File: config.mk
export PLATFORM = sky130hd
export DESIGN_NAME = midi_clock_sync_pulse_out_unit
export DESIGN_NICKNAME = d
export VERILOG_FILES = /design/src/design/mcsp_pkg.sv /design/src/design/midi_clock_sync_pulse_out_unit.sv /design/src/design/mcsp_cfg_regs.sv /design/src/design/mcsp_core.sv
export SDC_FILE = /design/constraint.sdc
export NUM_CORES = 1
export LEC_CHECK = 0
export ABC_AREA = 1
export BUFFER_PORTS_ARGS = -buffer_cell sky130_fd_sc_hd__buf_2
export CAP_MARGIN = 15
export CELL_PAD_IN_SITES_DETAIL_PLACEMENT = 1
export CELL_PAD_IN_SITES_GLOBAL_PLACEMENT = 2
export CORE_MARGIN = 2
export CORE_UTILIZATION = 39
export CTS_CLUSTER_DIAMETER = 150
export DETAILED_ROUTE_END_ITERATION = 12
export MAX_ROUTING_LAYER = met4
export PLACE_DENSITY = 0.85
export SKIP_CTS_REPAIR_TIMING = 1
export SYNTH_ARGS = -nofsm -noshare
export SYNTH_HDL_FRONTEND = slang
export SYNTH_HIERARCHICAL = 1
export SYNTH_SLANG_ARGS = --single-unit
File: constraint.sdc
create_clock -name clk -period 11.8 [get_ports clk]
set_input_delay 1.18 -clock clk [delete_from_list [all_inputs] [get_ports clk]]
set_output_delay 1.18 -clock clk [all_outputs]
set_load 0.02 [all_outputs]
File: src/design/mcsp_pkg.sv
`timescale 1ns / 1ps

package mcsp_pkg;

  localparam int unsigned TIME_WIDTH_DEF = 16;

  localparam logic [7:0] PULSE_WIDTH_RST = 8'd5;
  localparam logic [6:0] PULSES_PER_BEAT_RST = 7'd24;
  localparam logic [3:0] TIMEOUT_MULT_RST = 4'd3;

  typedef enum logic [1:0] {
    REQ_CLOCK = 2'd0,
    REQ_START = 2'd1,
    REQ_STOP  = 2'd2,
    REQ_TICK  = 2'd3
  } req_t;

  typedef enum logic [1:0] {
    SRC_NONE = 2'd0,
    SRC_DIN  = 2'd1,
    SRC_USB  = 2'd2
  } master_t;

  typedef enum logic [1:0] {
    CFG_PULSE_WIDTH     = 2'd0,
    CFG_PULSES_PER_BEAT = 2'd1,
    CFG_TIMEOUT_MULT    = 2'd2
  } cfg_idx_t;

  typedef struct packed {
    logic [1:0] req_type;
    logic       source;
  } in_word_t;

  typedef struct packed {
    logic       sync_pulse;
    logic       beat_led;
    logic [1:0] master_source;
    logic       running;
    logic       usb_running;
    logic [6:0] beat_position;
  } out_word_t;

  typedef struct packed {
    logic [7:0] pulse_width_ticks;
    logic [6:0] pulses_per_beat;
    logic [3:0] timeout_multiplier;
  } cfg_t;

endpackage

File: src/design/midi_clock_sync_pulse_out_unit.sv
`timescale 1ns / 1ps

// MIDI clock to sync-pulse converter. Each input word is one event (clock,
// start, stop from DIN or USB, or a 1 ms tick) and yields exactly one output
// word with the sync and beat LED levels, master source, play flags and the
// position within the beat. The block takes one word per clock cycle
// sustained while the output is ready. A word passes through the input
// register, and the state update logic then loads the result register. A
// stalled output holds the staged word and drops the input ready.
// Configuration writes are taken at any time on their own channel but must
// only be issued while no event is in flight.
module midi_clock_sync_pulse_out_unit #(
  parameter int unsigned TIME_WIDTH = mcsp_pkg::TIME_WIDTH_DEF
) (
  input  logic                clk,
  input  logic                rst,
  input  logic                in_valid,
  output logic                in_ready,
  input  mcsp_pkg::in_word_t  in_data,
  output logic                out_valid,
  input  logic                out_ready,
  output mcsp_pkg::out_word_t out_data,
  input  logic                cfg_valid,
  output logic                cfg_ready,
  input  logic [1:0]          cfg_index,
  input  logic [7:0]          cfg_data
);

  mcsp_pkg::cfg_t      cfg;
  mcsp_pkg::in_word_t  in_reg;
  logic                in_reg_valid;
  mcsp_pkg::out_word_t result;
  logic                advance;

  // The staged word is processed whenever the result register is free or drains.
  assign advance  = in_reg_valid && (!out_valid || out_ready);
  assign in_ready = !in_reg_valid || advance;

  mcsp_cfg_regs u_cfg (
    .clk       (clk),
    .rst       (rst),
    .cfg_valid (cfg_valid),
    .cfg_ready (cfg_ready),
    .cfg_index (cfg_index),
    .cfg_data  (cfg_data),
    .cfg       (cfg)
  );

  mcsp_core #(
    .TIME_WIDTH (TIME_WIDTH)
  ) u_core (
    .clk    (clk),
    .rst    (rst),
    .fire   (advance),
    .item   (in_reg),
    .cfg    (cfg),
    .result (result)
  );

  always_ff @(posedge clk) begin
    if (rst) begin
      in_reg_valid <= 1'b0;
    end else if (in_ready) begin
      in_reg_valid <= in_valid;
    end
  end

  always_ff @(posedge clk) begin
    if (in_valid && in_ready) begin
      in_reg <= in_data;
    end
  end

  always_ff @(posedge clk) begin
    if (rst) begin
      out_valid <= 1'b0;
    end else if (advance) begin
      out_valid <= 1'b1;
    end else if (out_ready) begin
      out_valid <= 1'b0;
    end
  end

  always_ff @(posedge clk) begin
    if (advance) begin
      out_data <= result;
    end
  end

endmodule

File: src/design/mcsp_cfg_regs.sv
`timescale 1ns / 1ps

module mcsp_cfg_regs (
  input  logic              clk,
  input  logic              rst,
  input  logic              cfg_valid,
  output logic              cfg_ready,
  input  logic [1:0]        cfg_index,
  input  logic [7:0]        cfg_data,
  output mcsp_pkg::cfg_t    cfg
);

  mcsp_pkg::cfg_t regs;

  assign cfg_ready = 1'b1;
  assign cfg       = regs;

  // A write to an index past the register list is taken and dropped.
  always_ff @(posedge clk) begin
    if (rst) begin
      regs.pulse_width_ticks  <= mcsp_pkg::PULSE_WIDTH_RST;
      regs.pulses_per_beat    <= mcsp_pkg::PULSES_PER_BEAT_RST;
      regs.timeout_multiplier <= mcsp_pkg::TIMEOUT_MULT_RST;
    end else if (cfg_valid) begin
      case (cfg_index)
        mcsp_pkg::CFG_PULSE_WIDTH:     regs.pulse_width_ticks  <= cfg_data;
        mcsp_pkg::CFG_PULSES_PER_BEAT: regs.pulses_per_beat    <= cfg_data[6:0];
        mcsp_pkg::CFG_TIMEOUT_MULT:    regs.timeout_multiplier <= cfg_data[3:0];
        default: ;
      endcase
    end
  end

endmodule

File: src/design/mcsp_core.sv
`timescale 1ns / 1ps

module mcsp_core #(
  parameter int unsigned TIME_WIDTH = mcsp_pkg::TIME_WIDTH_DEF
) (
  input  logic                clk,
  input  logic                rst,
  input  logic                fire,
  input  mcsp_pkg::in_word_t  item,
  input  mcsp_pkg::cfg_t      cfg,
  output mcsp_pkg::out_word_t result
);

  localparam int unsigned AW = TIME_WIDTH + 3;
  localparam int unsigned LW = TIME_WIDTH + 4;
  localparam logic [TIME_WIDTH-1:0] TIME_MAX = {TIME_WIDTH{1'b1}};

  logic                  play_flag, play_flag_next;
  logic                  usb_play_flag, usb_play_flag_next;
  mcsp_pkg::master_t     master_reg, master_reg_next;
  logic [6:0]            pulse_count, pulse_count_next;
  logic                  pulse_level, pulse_level_next;
  logic                  led_level, led_level_next;
  logic [TIME_WIDTH-1:0] ticks_since_pulse, ticks_since_pulse_next;
  logic [TIME_WIDTH-1:0] ms_since_usb_clock, ms_since_usb_clock_next;
  logic                  prev_usb_valid, prev_usb_valid_next;
  logic [TIME_WIDTH-1:0] avg_usb_interval, avg_usb_interval_next;

  logic [AW-1:0]         avg_ext, iv_ext, avg_sum;
  logic [TIME_WIDTH-1:0] avg_blend;
  logic [TIME_WIDTH-1:0] ms_inc, ticks_inc;
  logic [LW-1:0]         timeout_limit;
  logic [6:0]            count_inc;
  logic                  is_usb;

  // Weighted average: (3 * old + 5 * new) / 8, never wider than the time width.
  assign avg_ext   = AW'(avg_usb_interval);
  assign iv_ext    = AW'(ms_since_usb_clock);
  assign avg_sum   = (avg_ext << 1) + avg_ext + (iv_ext << 2) + iv_ext;
  assign avg_blend = avg_sum[AW-1:3];

  assign ms_inc    = (ms_since_usb_clock == TIME_MAX) ? TIME_MAX : ms_since_usb_clock + 1'b1;
  assign ticks_inc = (ticks_since_pulse == TIME_MAX) ? TIME_MAX : ticks_since_pulse + 1'b1;

  assign timeout_limit = LW'(avg_usb_interval) * LW'(cfg.timeout_multiplier);
  assign count_inc     = pulse_count + 7'd1;
  assign is_usb        = item.source;

  always_comb begin
    play_flag_next          = play_flag;
    usb_play_flag_next      = usb_play_flag;
    master_reg_next         = master_reg;
    pulse_count_next        = pulse_count;
    pulse_level_next        = pulse_level;
    led_level_next          = led_level;
    ticks_since_pulse_next  = ticks_since_pulse;
    ms_since_usb_clock_next = ms_since_usb_clock;
    prev_usb_valid_next     = prev_usb_valid;
    avg_usb_interval_next   = avg_usb_interval;

    case (item.req_type)
      mcsp_pkg::REQ_CLOCK: begin
        if (is_usb && usb_play_flag) begin
          if (prev_usb_valid) begin
            avg_usb_interval_next = (avg_usb_interval == '0) ? ms_since_usb_clock
                                                              : avg_blend;
          end
          prev_usb_valid_next     = 1'b1;
          ms_since_usb_clock_next = '0;
          master_reg_next         = mcsp_pkg::SRC_USB;
        end
        // A DIN clock is dropped while USB holds mastership.
        if (is_usb || master_reg != mcsp_pkg::SRC_USB) begin
          if (!is_usb) begin
            master_reg_next = mcsp_pkg::SRC_DIN;
          end
          if (play_flag) begin
            pulse_level_next       = 1'b1;
            ticks_since_pulse_next = '0;
            if (pulse_count == 7'd0) begin
              led_level_next = 1'b1;
            end
            pulse_count_next = (count_inc >= cfg.pulses_per_beat) ? 7'd0 : count_inc;
          end
        end
      end
      mcsp_pkg::REQ_START: begin
        if (is_usb || !usb_play_flag) begin
          if (is_usb) begin
            usb_play_flag_next      = 1'b1;
            master_reg_next         = mcsp_pkg::SRC_USB;
            ms_since_usb_clock_next = '0;
            prev_usb_valid_next     = 1'b0;
            avg_usb_interval_next   = '0;
          end else begin
            master_reg_next = mcsp_pkg::SRC_DIN;
          end
          play_flag_next         = 1'b1;
          pulse_count_next       = 7'd0;
          pulse_level_next       = 1'b1;
          led_level_next         = 1'b1;
          ticks_since_pulse_next = '0;
        end
      end
      mcsp_pkg::REQ_STOP: begin
        if (is_usb) begin
          // USB stop hands back control but leaves the transport playing.
          usb_play_flag_next    = 1'b0;
          master_reg_next       = mcsp_pkg::SRC_NONE;
          avg_usb_interval_next = '0;
          prev_usb_valid_next   = 1'b0;
        end else if (!usb_play_flag) begin
          master_reg_next  = mcsp_pkg::SRC_NONE;
          play_flag_next   = 1'b0;
          pulse_count_next = 7'd0;
          pulse_level_next = 1'b0;
          led_level_next   = 1'b0;
        end
      end
      mcsp_pkg::REQ_TICK: begin
        ms_since_usb_clock_next = ms_inc;
        ticks_since_pulse_next  = ticks_inc;
        if (usb_play_flag && avg_usb_interval != '0 && LW'(ms_inc) > timeout_limit) begin
          usb_play_flag_next    = 1'b0;
          master_reg_next       = mcsp_pkg::SRC_NONE;
          avg_usb_interval_next = '0;
          prev_usb_valid_next   = 1'b0;
        end
        if (ticks_inc >= TIME_WIDTH'(cfg.pulse_width_ticks)) begin
          pulse_level_next = 1'b0;
          led_level_next   = 1'b0;
        end
      end
      default: ;
    endcase
  end

  always_ff @(posedge clk) begin
    if (rst) begin
      play_flag          <= 1'b0;
      usb_play_flag      <= 1'b0;
      master_reg         <= mcsp_pkg::SRC_NONE;
      pulse_count        <= 7'd0;
      pulse_level        <= 1'b0;
      led_level          <= 1'b0;
      ticks_since_pulse  <= '0;
      ms_since_usb_clock <= '0;
      prev_usb_valid     <= 1'b0;
      avg_usb_interval   <= '0;
    end else if (fire) begin
      play_flag          <= play_flag_next;
      usb_play_flag      <= usb_play_flag_next;
      master_reg         <= master_reg_next;
      pulse_count        <= pulse_count_next;
      pulse_level        <= pulse_level_next;
      led_level          <= led_level_next;
      ticks_since_pulse  <= ticks_since_pulse_next;
      ms_since_usb_clock <= ms_since_usb_clock_next;
      prev_usb_valid     <= prev_usb_valid_next;
      avg_usb_interval   <= avg_usb_interval_next;
    end
  end

  always_comb begin
    result.sync_pulse    = pulse_level_next;
    result.beat_led      = led_level_next;
    result.master_source = master_reg_next;
    result.running       = play_flag_next;
    result.usb_running   = usb_play_flag_next;
    result.beat_position = pulse_count_next;
  end

endmodule
==> out/metrics.cfg, run 1 <==
[global_route]
antenna_found_initial = 0
total_congestion_overflow = 0
grt_first_pass_wirelength_um = 45300
grt_start_max_net_pins = 58
grt_use_total_pct = 21.9
first_global_vias = 9188

[detailed_routing]
ant_nets = 0
drt_first_pass_iters = 5
totalWireLength_um = 26900
dr.first_iter.drc_count = 378
drc = 0
via_count = 8880
drt-wirelength-per-cell_um = 15.3
post_drt_via_cell_ratio = 5.05

[timing]
final_clock_period_utilization_by_the_worst_path_pct = 42.8
maxSlewHeadroom_pct = 47.1
clock-skew-final_ns = 0.0177
timing_hold_violations_final = 0
period_minus_slack_ns = 5.05
fmax_mhz = 198
timing.final.max_slew_violations = 0
hold_worst_slack_ns = 0.467
grt_setup_unrepaired = false
setup-violations-final = 0
max_slew.worst_pin.slew_ns = 0.793
setup-tns-final_ns = 0

[worst_setup_path]
worstReg2RegEnd = u_core/avg_usb_interval[14]
cp-start-kind = flop
crit_arrival_ns = 5.27
cp.required_ns = 12.01
critPathSlowestCell = sky130_fd_sc_hd__dfxtp_1
reg2regPathDepth = 28
worst_setup_path_startpoint = u_cfg/cfg[3]
critPathCaptureType = flop
critical_path_buf_inv_count = 2
crit_top_cell = sky130_fd_sc_hd__nand2_1
critical_path.top_delay_family = simple AND/OR/NAND/NOR gates
reg2reg_setup_slack_ns = 6.75
r2r-start = u_cfg/cfg[3]
max_stage_delay_ns = 0.74
critical_path_class = reg -> reg
path_max_fanout = 22

[yosys]
syn-instance-count = 1426
synth_area_per_cell_um2 = 6.80
synthDominantAreaCellType = sky130_fd_sc_hd__dfxtp_1
ys.flop_type = sky130_fd_sc_hd__dfxtp_1
synth.lib_cells_used.distinct = 49
netlist_top_cells_area = sky130_fd_sc_hd__dfxtp_1 17%, sky130_fd_sc_hd__nand2_1 15%, sky130_fd_sc_hd__fa_1 12%
async_flop_share_pct = 0
synth_top_cell_area_share_pct = 17.1
synth-edff-count = 16
synthesis.yosys.warnings = 6
syn_area_mm2 = 0.00970
synth.net_count = 1583
portion_of_the_post_synthesis_area_used_by_sequential_elements_pct = 22.1
postSynthRegisterBits = 99

[finish]
final-instance-count-excl-fill = 1758
nNetsFinal = 1586
largest_register_ffs = 19
insertedDiodeCount = 0
most_common_cell_after_layout_fill_and_taps_aside = sky130_fd_sc_hd__nand2_1
stdcell_area_mm2 = 0.0104
area.growth.synth_to_final_pct = 7.03
final_cell_mix = 390 x sky130_fd_sc_hd__nand2_1, 254 x sky130_fd_sc_hd__inv_1, 115 x sky130_fd_sc_hd__nor2_1
drive_gt1_share_pct = 6.14

[clocking]
cts_made_buffers = 9
cts-root-buf = sky130_fd_sc_hd__clkbuf_16
cts_sinks = 99
cts-htree-levels = 3
cts_tree = yes
worstSkewPairLatency_ns = 0.36
max_buffers_root_to_sink = 2
clkTransAtPathRegs_ns = 0.08

[floorplan]
initial_core_util_pct = 39.8
die_area_mm2 = 0.0262
die_x_um = 162
floorplan.io_pins = 34
die-height_um = 162
rows = 57
coreArea_mm2 = 0.0244

[placement]
placed_cell_area_mm2 = 0.0101
place.detailed.instances = 1742
dp.final_hpwl_um = 21300
gp_congestion = 0.815
portBuffers = 32

[hold_path]
min-delay-start = u_core/prev_usb_valid
holdPathStages = 2
hold-path-endpoint = u_core/prev_usb_valid
worstHoldPathType = reg -> reg

[power]
vdd_ir_drop_max_mv = 0.0544
p_total_uw = 848
power.density_cell_area_mw_per_mm2 = 81.6
cellLeakagePower_uw = 0.00544

[run]
maxCapViolations = 0

[outcome]
outcome = completed

worst min-delay path, stage by stage (launching register included):
cell	delay, ns
sky130_fd_sc_hd__dfxtp_1	0.31
sky130_fd_sc_hd__nand2_1	0.06
sky130_fd_sc_hd__a21oi_1	0.05
worst max path at each step:
| stage | cells past startpoint | endpoint |
|---|---|---|
| after floorplan | 30 | out_data[7] |
| after global placement | 22 | u_core/avg_usb_interval[0] |
| after detailed placement | 22 | u_core/avg_usb_interval[14] |
| after CTS | 23 | u_core/avg_usb_interval[9] |
| after global routing | 29 | u_core/avg_usb_interval[10] |
| final | 28 | u_core/avg_usb_interval[14] |
cells by family (layout without fill, tap and decap cells):
| logic type | count (synthesis) | after routing | synth area share, % |
|---|---|---|---|
| AO/OA/AOI/OAI | 192 | 192 | 10.7 |
| XOR/XNOR | 35 | 35 | 3.16 |
| adder cells (fa/ha/maj) | 139 | 139 | 22.4 |
| buffers and inverters | 303 | 311 | 12.4 |
| flip-flops | 99 | 99 | 22.1 |
| other | 1 | 1 | 0.0386 |
| AND/OR/NAND/NOR | 657 | 657 | 29.2 |
Yosys cell counts (all sizes together) (2+ instances only):
master,count
a211oi,3
a21oi,117
a31oi,4
buf,21
clkbuf,22
clkinv,2
dfxtp,83
edfxtp,16
fa,58
ha,81
inv,258
nand2,397
nand3,73
nand3b,9
nand4,34
nor2,120
nor3,9
nor4,4
o211ai,5
o21a,5
o21ai,48
o21bai,5
or2,7
xnor2,12
xor2,23
layout make-up:
type	count	area, µm²
repair buffers	35	183
flip-flops and latches	99	2140
fillers	3209	14000
inverters	260	976
clock buffers	9	225
well taps	324	405
clock inverters	7	86.3
multi-input cells	1024	6370
metrics by stage:
step	worst slack, ns	utilization [%]
floorplan	7.18	-
global placement	6.86	41.3
detailed placement	6.73	41.3
CTS	6.72	42.6
global route	6.16	42.6
finish	6.75	42.6
power by group:
| part | leakage [µW] | internal (µW) | switching [µW] |
|---|---|---|---|
| logic | 0.00445 | 53.6 | 109 |
| registers | 0.000829 | 355 | 17.5 |
| clock network | 0.000151 | 153 | 159 |
layer usage:
| metal | vias up | part of all wire [%] | global-route usage [%] |
|---|---|---|---|
| met2 | 82 | 51 | 39.4 |
| met1 | 4302 | 46 | 27.0 |
| li1 | 4480 | - | - |
| met3 | 16 | 2.0 | 1.86 |
| met5 | - | 0 | - |
| met4 | 0 | 0.93 | 4.75 |
Power figures use the tool's default switching activity.
==> inputs of run 2 (changes only) <==
--- a/config.mk
+++ b/config.mk
@@ -5,17 +5,17 @@
 export SDC_FILE = /design/constraint.sdc
 export NUM_CORES = 1
 export LEC_CHECK = 0
-export ABC_AREA = 1
+export ABC_AREA = 0
 export BUFFER_PORTS_ARGS = -buffer_cell sky130_fd_sc_hd__buf_2
 export CAP_MARGIN = 15
 export CELL_PAD_IN_SITES_DETAIL_PLACEMENT = 1
 export CELL_PAD_IN_SITES_GLOBAL_PLACEMENT = 2
 export CORE_MARGIN = 2
-export CORE_UTILIZATION = 39
+export CORE_UTILIZATION = 36
 export CTS_CLUSTER_DIAMETER = 150
 export DETAILED_ROUTE_END_ITERATION = 12
 export MAX_ROUTING_LAYER = met4
-export PLACE_DENSITY = 0.85
+export PLACE_DENSITY = 0.77
 export SKIP_CTS_REPAIR_TIMING = 1
 export SYNTH_ARGS = -nofsm -noshare
 export SYNTH_HDL_FRONTEND = slang
==> constraint.sdc (replaced) <==
create_clock -name clk -period 4.2 [get_ports clk]
set_input_delay 0.42 -clock clk [delete_from_list [all_inputs] [get_ports clk]]
set_output_delay 0.42 -clock clk [all_outputs]
set_load 0.02 [all_outputs]
==> run 2 against run 1 <==
The run now ends with setup timing left. Clock power grew to 2.7 times the previous value. Sequential share of layout area fell by 1.8 points. Design area grew 10%. Highest routed layer unchanged. Flip-flop and latch count is the same. Synthesized cell count shrank 20%. Worst setup slack worse by 8.0 ns. Sequential power grew to 2.7 times the previous value. Register-to-register slack worse by 8.0 ns. Combinational power is 26% higher. Hold slack worse by 0.23 ns.
==> out/metrics.cfg, run 2 <==
[global_route]
grt_use_total_pct = 22.3
total_congestion_overflow = 0
first_global_vias = 9000
grt_first_pass_wirelength_um = 46500
antenna_found_initial = 0
grt_start_max_net_pins = 71

[detailed_routing]
drc = 0
via_count = 8718
drt-wirelength-per-cell_um = 18.0
ant_nets = 0
dr.first_iter.drc_count = 446
drt_first_pass_iters = 5
totalWireLength_um = 28900
post_drt_via_cell_ratio = 5.44

[hold_path]
worstHoldPathType = in -> reg
holdPathStages = 1

[clocking]
worstSkewPairLatency_ns = 0.36
cts-htree-levels = 3
cts_tree = yes
cts_made_buffers = 9
clkTransAtPathRegs_ns = 0.08
cts_sinks = 99
cts-root-buf = sky130_fd_sc_hd__clkbuf_16
max_buffers_root_to_sink = 2

[yosys]
async_flop_share_pct = 0
synth-edff-count = 16
synth_top_cell_area_share_pct = 17.7
syn_area_mm2 = 0.00940
synth.most_common_cell = sky130_fd_sc_hd__inv_1
synth_area_per_cell_um2 = 8.28
syn-instance-count = 1135
synth.net_count = 1292
ys.flop_type = sky130_fd_sc_hd__dfxtp_1
synth.lib_cells_used.distinct = 71
synthDominantAreaCellType = sky130_fd_sc_hd__dfxtp_1
netlist_top_cells_count = 108 x sky130_fd_sc_hd__inv_1, 107 x sky130_fd_sc_hd__nand2_1, 90 x sky130_fd_sc_hd__a21oi_1, 83 x sky130_fd_sc_hd__dfxtp_1, 81 x sky130_fd_sc_hd__ha_1
postSynthRegisterBits = 99
synthesis.yosys.warnings = 6
netlist_top_cells_area = sky130_fd_sc_hd__dfxtp_1 18%, sky130_fd_sc_hd__fa_1 12%, sky130_fd_sc_hd__ha_1 11%
portion_of_the_post_synthesis_area_used_by_sequential_elements_pct = 22.8

[timing]
max_slew.worst_pin.slew_ns = 1.01
final_critical_path_setup_slack_ns = -1.21
period_minus_slack_ns = 5.41
fmax_mhz = 185
setup-violations-final = 23
clock-skew-final_ns = 0.0149
final_clock_period_utilization_by_the_worst_path_pct = 129
maxSlewHeadroom_pct = 32.0
grt_setup_unrepaired = true
timing.final.max_slew_violations = 0
timing_hold_violations_final = 0
setup-tns-final_ns = -25.06

[finish]
insertedDiodeCount = 0
largest_register_ffs = 19
most_common_cell_after_layout_fill_and_taps_aside = sky130_fd_sc_hd__buf_4
fillerInstances = 3126
area.growth.synth_to_final_pct = 21.7
final_core_utilization_pct = 44.3
nNetsFinal = 1420
drive_gt1_share_pct = 19.9
final_cell_mix = 131 x sky130_fd_sc_hd__buf_4, 106 x sky130_fd_sc_hd__nand2_1, 101 x sky130_fd_sc_hd__inv_1

[worst_setup_path]
cp.required_ns = 4.46
critical_path_class = reg -> reg
crit_arrival_ns = 5.67
reg2regPathDepth = 22
path_max_fanout = 7
critPathCaptureType = flop
critPathSlowestCell = sky130_fd_sc_hd__or4_4
cp-start-kind = flop
path_cells = and2_4 > fa_1 > inv_2 > fa_1 > inv_2 > ha_4 > a211oi_4 > o21ai_2 > o211ai_1 > a21oi_1 > or2_4 > a21o_1 > a21oi_2 > xor2_1 > ha_1 > nand4_1 > a21oi_2 > o21a_1 > o311ai_4 > o41a_1 > or4_4 > o32ai_2
max_stage_delay_ns = 0.67

[outcome]
outcome = finished with violations
failed_checks = setup timing

[placement]
dpl_worst_slack_ns = -1.28
dp.final_hpwl_um = 22700
gp_congestion = 0.842
portBuffers = 32

[floorplan]
die-height_um = 166
die_x_um = 166
floorplan.io_pins = 34
coreArea_mm2 = 0.0258
rows = 59
die_area_mm2 = 0.0274
initial_core_util_pct = 36.4

[power]
p_total_uw = 2050
vdd_ir_drop_max_mv = 0.164
power.density_cell_area_mw_per_mm2 = 179
cellLeakagePower_uw = 0.00519

[run]
maxCapViolations = 0

## run 2: cell count changes in the layout (fill, tap and decap cells not counted), sizes merged, moves of 15 or more
cell / previous run / this run
a21o: 1 / 20
a21oi: 117 / 91
a22oi: 0 / 20
and2: 1 / 58
buf: 35 / 167
inv: 262 / 112
mux2i: 0 / 24
nand2: 397 / 107
nand2b: 0 / 31
nand3: 73 / 35
nor2: 120 / 64
nor3: 9 / 25
o31ai: 1 / 16
## run 2: worst paths after layout
| path | start | to | slack (ns) |
|---|---|---|---|
| min | in_data[0] | in_reg[0] | 0.23 |
| max | u_cfg/cfg[3] | u_core/avg_usb_interval[7] | -1.21 |
| max reg2reg | u_cfg/cfg[3] | u_core/avg_usb_interval[7] | -1.21 |
| min reg2reg | u_cfg/cfg[18] | u_cfg/cfg[18] | 0.47 |
## run 2: metal layers
metal / vias to the layer above / track usage, % / part of all wire (%)
li1: 4237 / - / -
met1: 4343 / 27.0 / 45
met2: 109 / 39.5 / 51
met3: 29 / 2.17 / 2.1
met4: 0 / 5.96 / 2.0
met5: - / - / 0
## run 2: cell families (layout without fill, tap and decap cells)
family | count (synthesis) | after routing | share of synthesized area [%]
other cells | 1 | 1 | 0.0399
mux | 25 | 25 | 2.68
xor+xnor | 43 | 43 | 4.01
flops | 99 | 99 | 22.8
simple gates | 396 | 396 | 21.7
fa+ha+maj | 139 | 139 | 23.1
compound gates | 274 | 274 | 19.1
buf+inv | 158 | 291 | 6.62
## run 2: area by class of cell
type	instances	area (µm²)	area share (%)
Clock buffer	9	225	1.97
Clock inverter	7	67.6	0.591
Inverter	108	405	3.55
Multi-Input combinational cell	878	6970	60.9
Sequential cell	99	2150	18.8
Tap cell	335	419	3.67
Timing Repair Buffer	167	1200	10.5
## run 2: through the flow
| step | cell area [µm²] | std cells | hold WS, ns |
|---|---|---|---|
| floorplan | 9550 | 1135 | 0.445 |
| global placement | 10800 | 1581 | 0.457 |
| detailed placement | 10800 | 1581 | 0.465 |
| CTS | 11100 | 1597 | 0.210 |
| global route | 11400 | 1603 | 0.216 |
| finish | 11400 | 1603 | 0.233 |
## run 2: report_power, final
part / leakage [µW] / total [µW] / switching (µW) / internal (µW)
logic: 0.00423 / 205 / 137 / 68.6
registers: 0.000823 / 993 / 13.9 / 979
clock network: 0.000141 / 850 / 431 / 419
## run 2: worst max-delay path: cells and delay by family, from the launching register on
kind            cells  cell delay, ns
compound gates     11            1.91
xor+xnor            1            0.08
fa+ha+maj           4            1.58
buf+inv             2            0.09
flops               1            0.38
simple gates        4            1.26
==> inputs of run 3 (changes only) <==
--- a/config.mk
+++ b/config.mk
@@ -11,11 +11,12 @@
 export CELL_PAD_IN_SITES_DETAIL_PLACEMENT = 1
 export CELL_PAD_IN_SITES_GLOBAL_PLACEMENT = 2
 export CORE_MARGIN = 2
-export CORE_UTILIZATION = 36
+export CORE_UTILIZATION = 35
 export CTS_CLUSTER_DIAMETER = 150
 export DETAILED_ROUTE_END_ITERATION = 12
 export MAX_ROUTING_LAYER = met4
-export PLACE_DENSITY = 0.77
+export PLACE_DENSITY = 0.75
+export REMOVE_ABC_BUFFERS = 1
 export SKIP_CTS_REPAIR_TIMING = 1
 export SYNTH_ARGS = -nofsm -noshare
 export SYNTH_HDL_FRONTEND = slang
==> run 3 against run 2 <==
The flow still finishes with violations (setup timing). Wire length up 4.7%. Clock skew grew 0.0057 ns. Via count is 1.7% higher.
==> out/metrics.cfg, run 3 (synthesis results as in run 2) <==
[worst_setup_path]
path_cells = buf_4 > buf_4 > and2_1 > fa_1 > inv_1 > fa_1 > inv_1 > ha_4 > nand2_1 > o21a_1 > a32o_1 > a21o_1 > xor2_2 > ha_1 > nand4_1 > a21oi_2 > o21a_1 > o311ai_4 > o41a_1 > buf_6 > or2_4 > o221a_4
cp.required_ns = 4.45
critPathCaptureType = flop
crit_arrival_ns = 5.62
cp-start-kind = flop
critPathSlowestCell = sky130_fd_sc_hd__fa_1
critical_path_class = reg -> reg
r2r-start = u_cfg/cfg[1]
reg2reg_setup_slack_ns = -1.18
max_stage_delay_ns = 0.54
reg2regPathDepth = 22
path_max_fanout = 10
worstReg2RegEnd = u_core/prev_usb_valid

[hold_path]
worstHoldPathType = in -> reg
hold-path-endpoint = in_reg[2]
min-delay-start = in_data[2]
holdPathStages = 1

[clocking]
cts-root-buf = sky130_fd_sc_hd__clkbuf_16
worstSkewPairLatency_ns = 0.36
cts_made_buffers = 9
max_buffers_root_to_sink = 2
cts_sinks = 99
cts-htree-levels = 3
clkTransAtPathRegs_ns = 0.08
cts_tree = yes

[finish]
final_cell_mix = 151 x sky130_fd_sc_hd__buf_4, 104 x sky130_fd_sc_hd__nand2_1, 100 x sky130_fd_sc_hd__inv_1
area.growth.synth_to_final_pct = 25.2
final_core_utilization_pct = 44.9
final-instance-count-excl-fill = 1625
stdcell_area_mm2 = 0.0118
nNetsFinal = 1441
most_common_cell_after_layout_fill_and_taps_aside = sky130_fd_sc_hd__buf_4
largest_register_ffs = 19
drive_gt1_share_pct = 22.8

[timing]
timing.final.max_slew_violations = 0
clock-skew-final_ns = 0.0206
setup-tns-final_ns = -25.78
fmax_mhz = 186
period_minus_slack_ns = 5.38
maxSlewHeadroom_pct = 22.1
setup-violations-final = 23
grt_setup_unrepaired = true
max_slew.worst_pin.slew_ns = 1.17
final_clock_period_utilization_by_the_worst_path_pct = 128
final_critical_path_setup_slack_ns = -1.18
timing_hold_violations_final = 0

[detailed_routing]
drt_first_pass_iters = 4
via_count = 8869
ant_nets = 0
post_drt_via_cell_ratio = 5.46
drt-wirelength-per-cell_um = 18.6
dr.first_iter.drc_count = 407
drc = 0
totalWireLength_um = 30200

[power]
share_seq_of_total_power_pct = 48.6
cellLeakagePower_uw = 0.00530
p_int_uw = 1470
power.density_cell_area_mw_per_mm2 = 174
switching_power_uw = 577
netSwitchingFraction_pct = 28.2
vdd_ir_drop_max_mv = 0.165
share_clk_of_total_power_pct = 41.0
power.share.combinational_pct = 10.3

[run]
maxCapViolations = 0

[placement]
placed_cell_area_mm2 = 0.0108
dp.final_hpwl_um = 23600
gp_congestion = 0.849
place.detailed.instances = 1593
portBuffers = 32

[global_route]
grt_first_pass_wirelength_um = 48900
grt_use_total_pct = 22.2
grt_start_max_net_pins = 39
antenna_found_initial = 1
first_global_vias = 9447
total_congestion_overflow = 0

[floorplan]
initial_core_util_pct = 35.9
rows = 59
die-height_um = 168
die_x_um = 168
coreArea_mm2 = 0.0262
floorplan.io_pins = 34
die_area_mm2 = 0.0282

[outcome]
failed_checks = setup timing
outcome = finished with violations

run 3: metal layers:
layer / routed length, µm / track usage (%)
met2: 15100 / 38.4
met5: 0 / -
met3: 883 / 2.56
met1: 13600 / 27.8
met4: 665 / 5.44
run 3: worst max path at each step:
stage | startpoint | endpoint | slack, ns | depth (start not counted)
6_report | u_cfg/cfg[1] | u_core/prev_usb_valid | -1.18 | 22
5_1_grt | u_cfg/cfg[3] | u_core/avg_usb_interval[6] | -1.35 | 21
4_1_cts | u_cfg/cfg[2] | u_core/avg_usb_interval[7] | -1.87 | 21
3_5_place_dp | u_cfg/cfg[2] | u_core/avg_usb_interval[13] | -1.80 | 21
3_3_place_gp | u_cfg/cfg[2] | u_core/avg_usb_interval[8] | -1.59 | 22
2_1_floorplan | u_cfg/cfg[3] | u_core/avg_usb_interval[10] | -1.50 | 21
run 3: layout make-up:
| class | count | area (µm²) |
|---|---|---|
| Fill cell | 3129 | 14400 |
| Clock buffer | 9 | 225 |
| Inverter | 108 | 405 |
| Clock inverter | 7 | 65.1 |
| Multi-Input combinational cell | 878 | 7120 |
| Timing Repair Buffer | 188 | 1370 |
| Sequential cell | 99 | 2150 |
| Antenna cell | 1 | 2.50 |
| Tap cell | 335 | 419 |
run 3: critical path, delay by kind of cell (launching register included):
family | cells | cell delay, ns
buffers and inverters | 5 | 0.61
AO/OA/AOI/OAI | 8 | 1.83
XOR/XNOR | 1 | 0.17
adder cells (fa/ha/maj) | 4 | 1.62
flip-flops | 1 | 0.37
AND/OR/NAND/NOR | 4 | 0.65
run 3: power groups by stage:
stage               Sequential (µW)  Combinational [µW]  Clock [µW]
global route                    996                 232         897
finish                          993                 211         838
floorplan                      1020                93.8           0
CTS                             994                 191         858
global placement               1020                 186           0
detailed placement             1020                 190           0
run 3: metrics by stage:
stage | hold slack (ns) | worst slack, ns | total power (µW)
finish | 0.233 | -1.18 | 2040
detailed placement | 0.469 | -1.80 | 1210
CTS | 0.225 | -1.87 | 2040
global route | 0.225 | -1.35 | 2130
global placement | 0.458 | -1.59 | 1200
floorplan | 0.439 | -1.50 | 1120
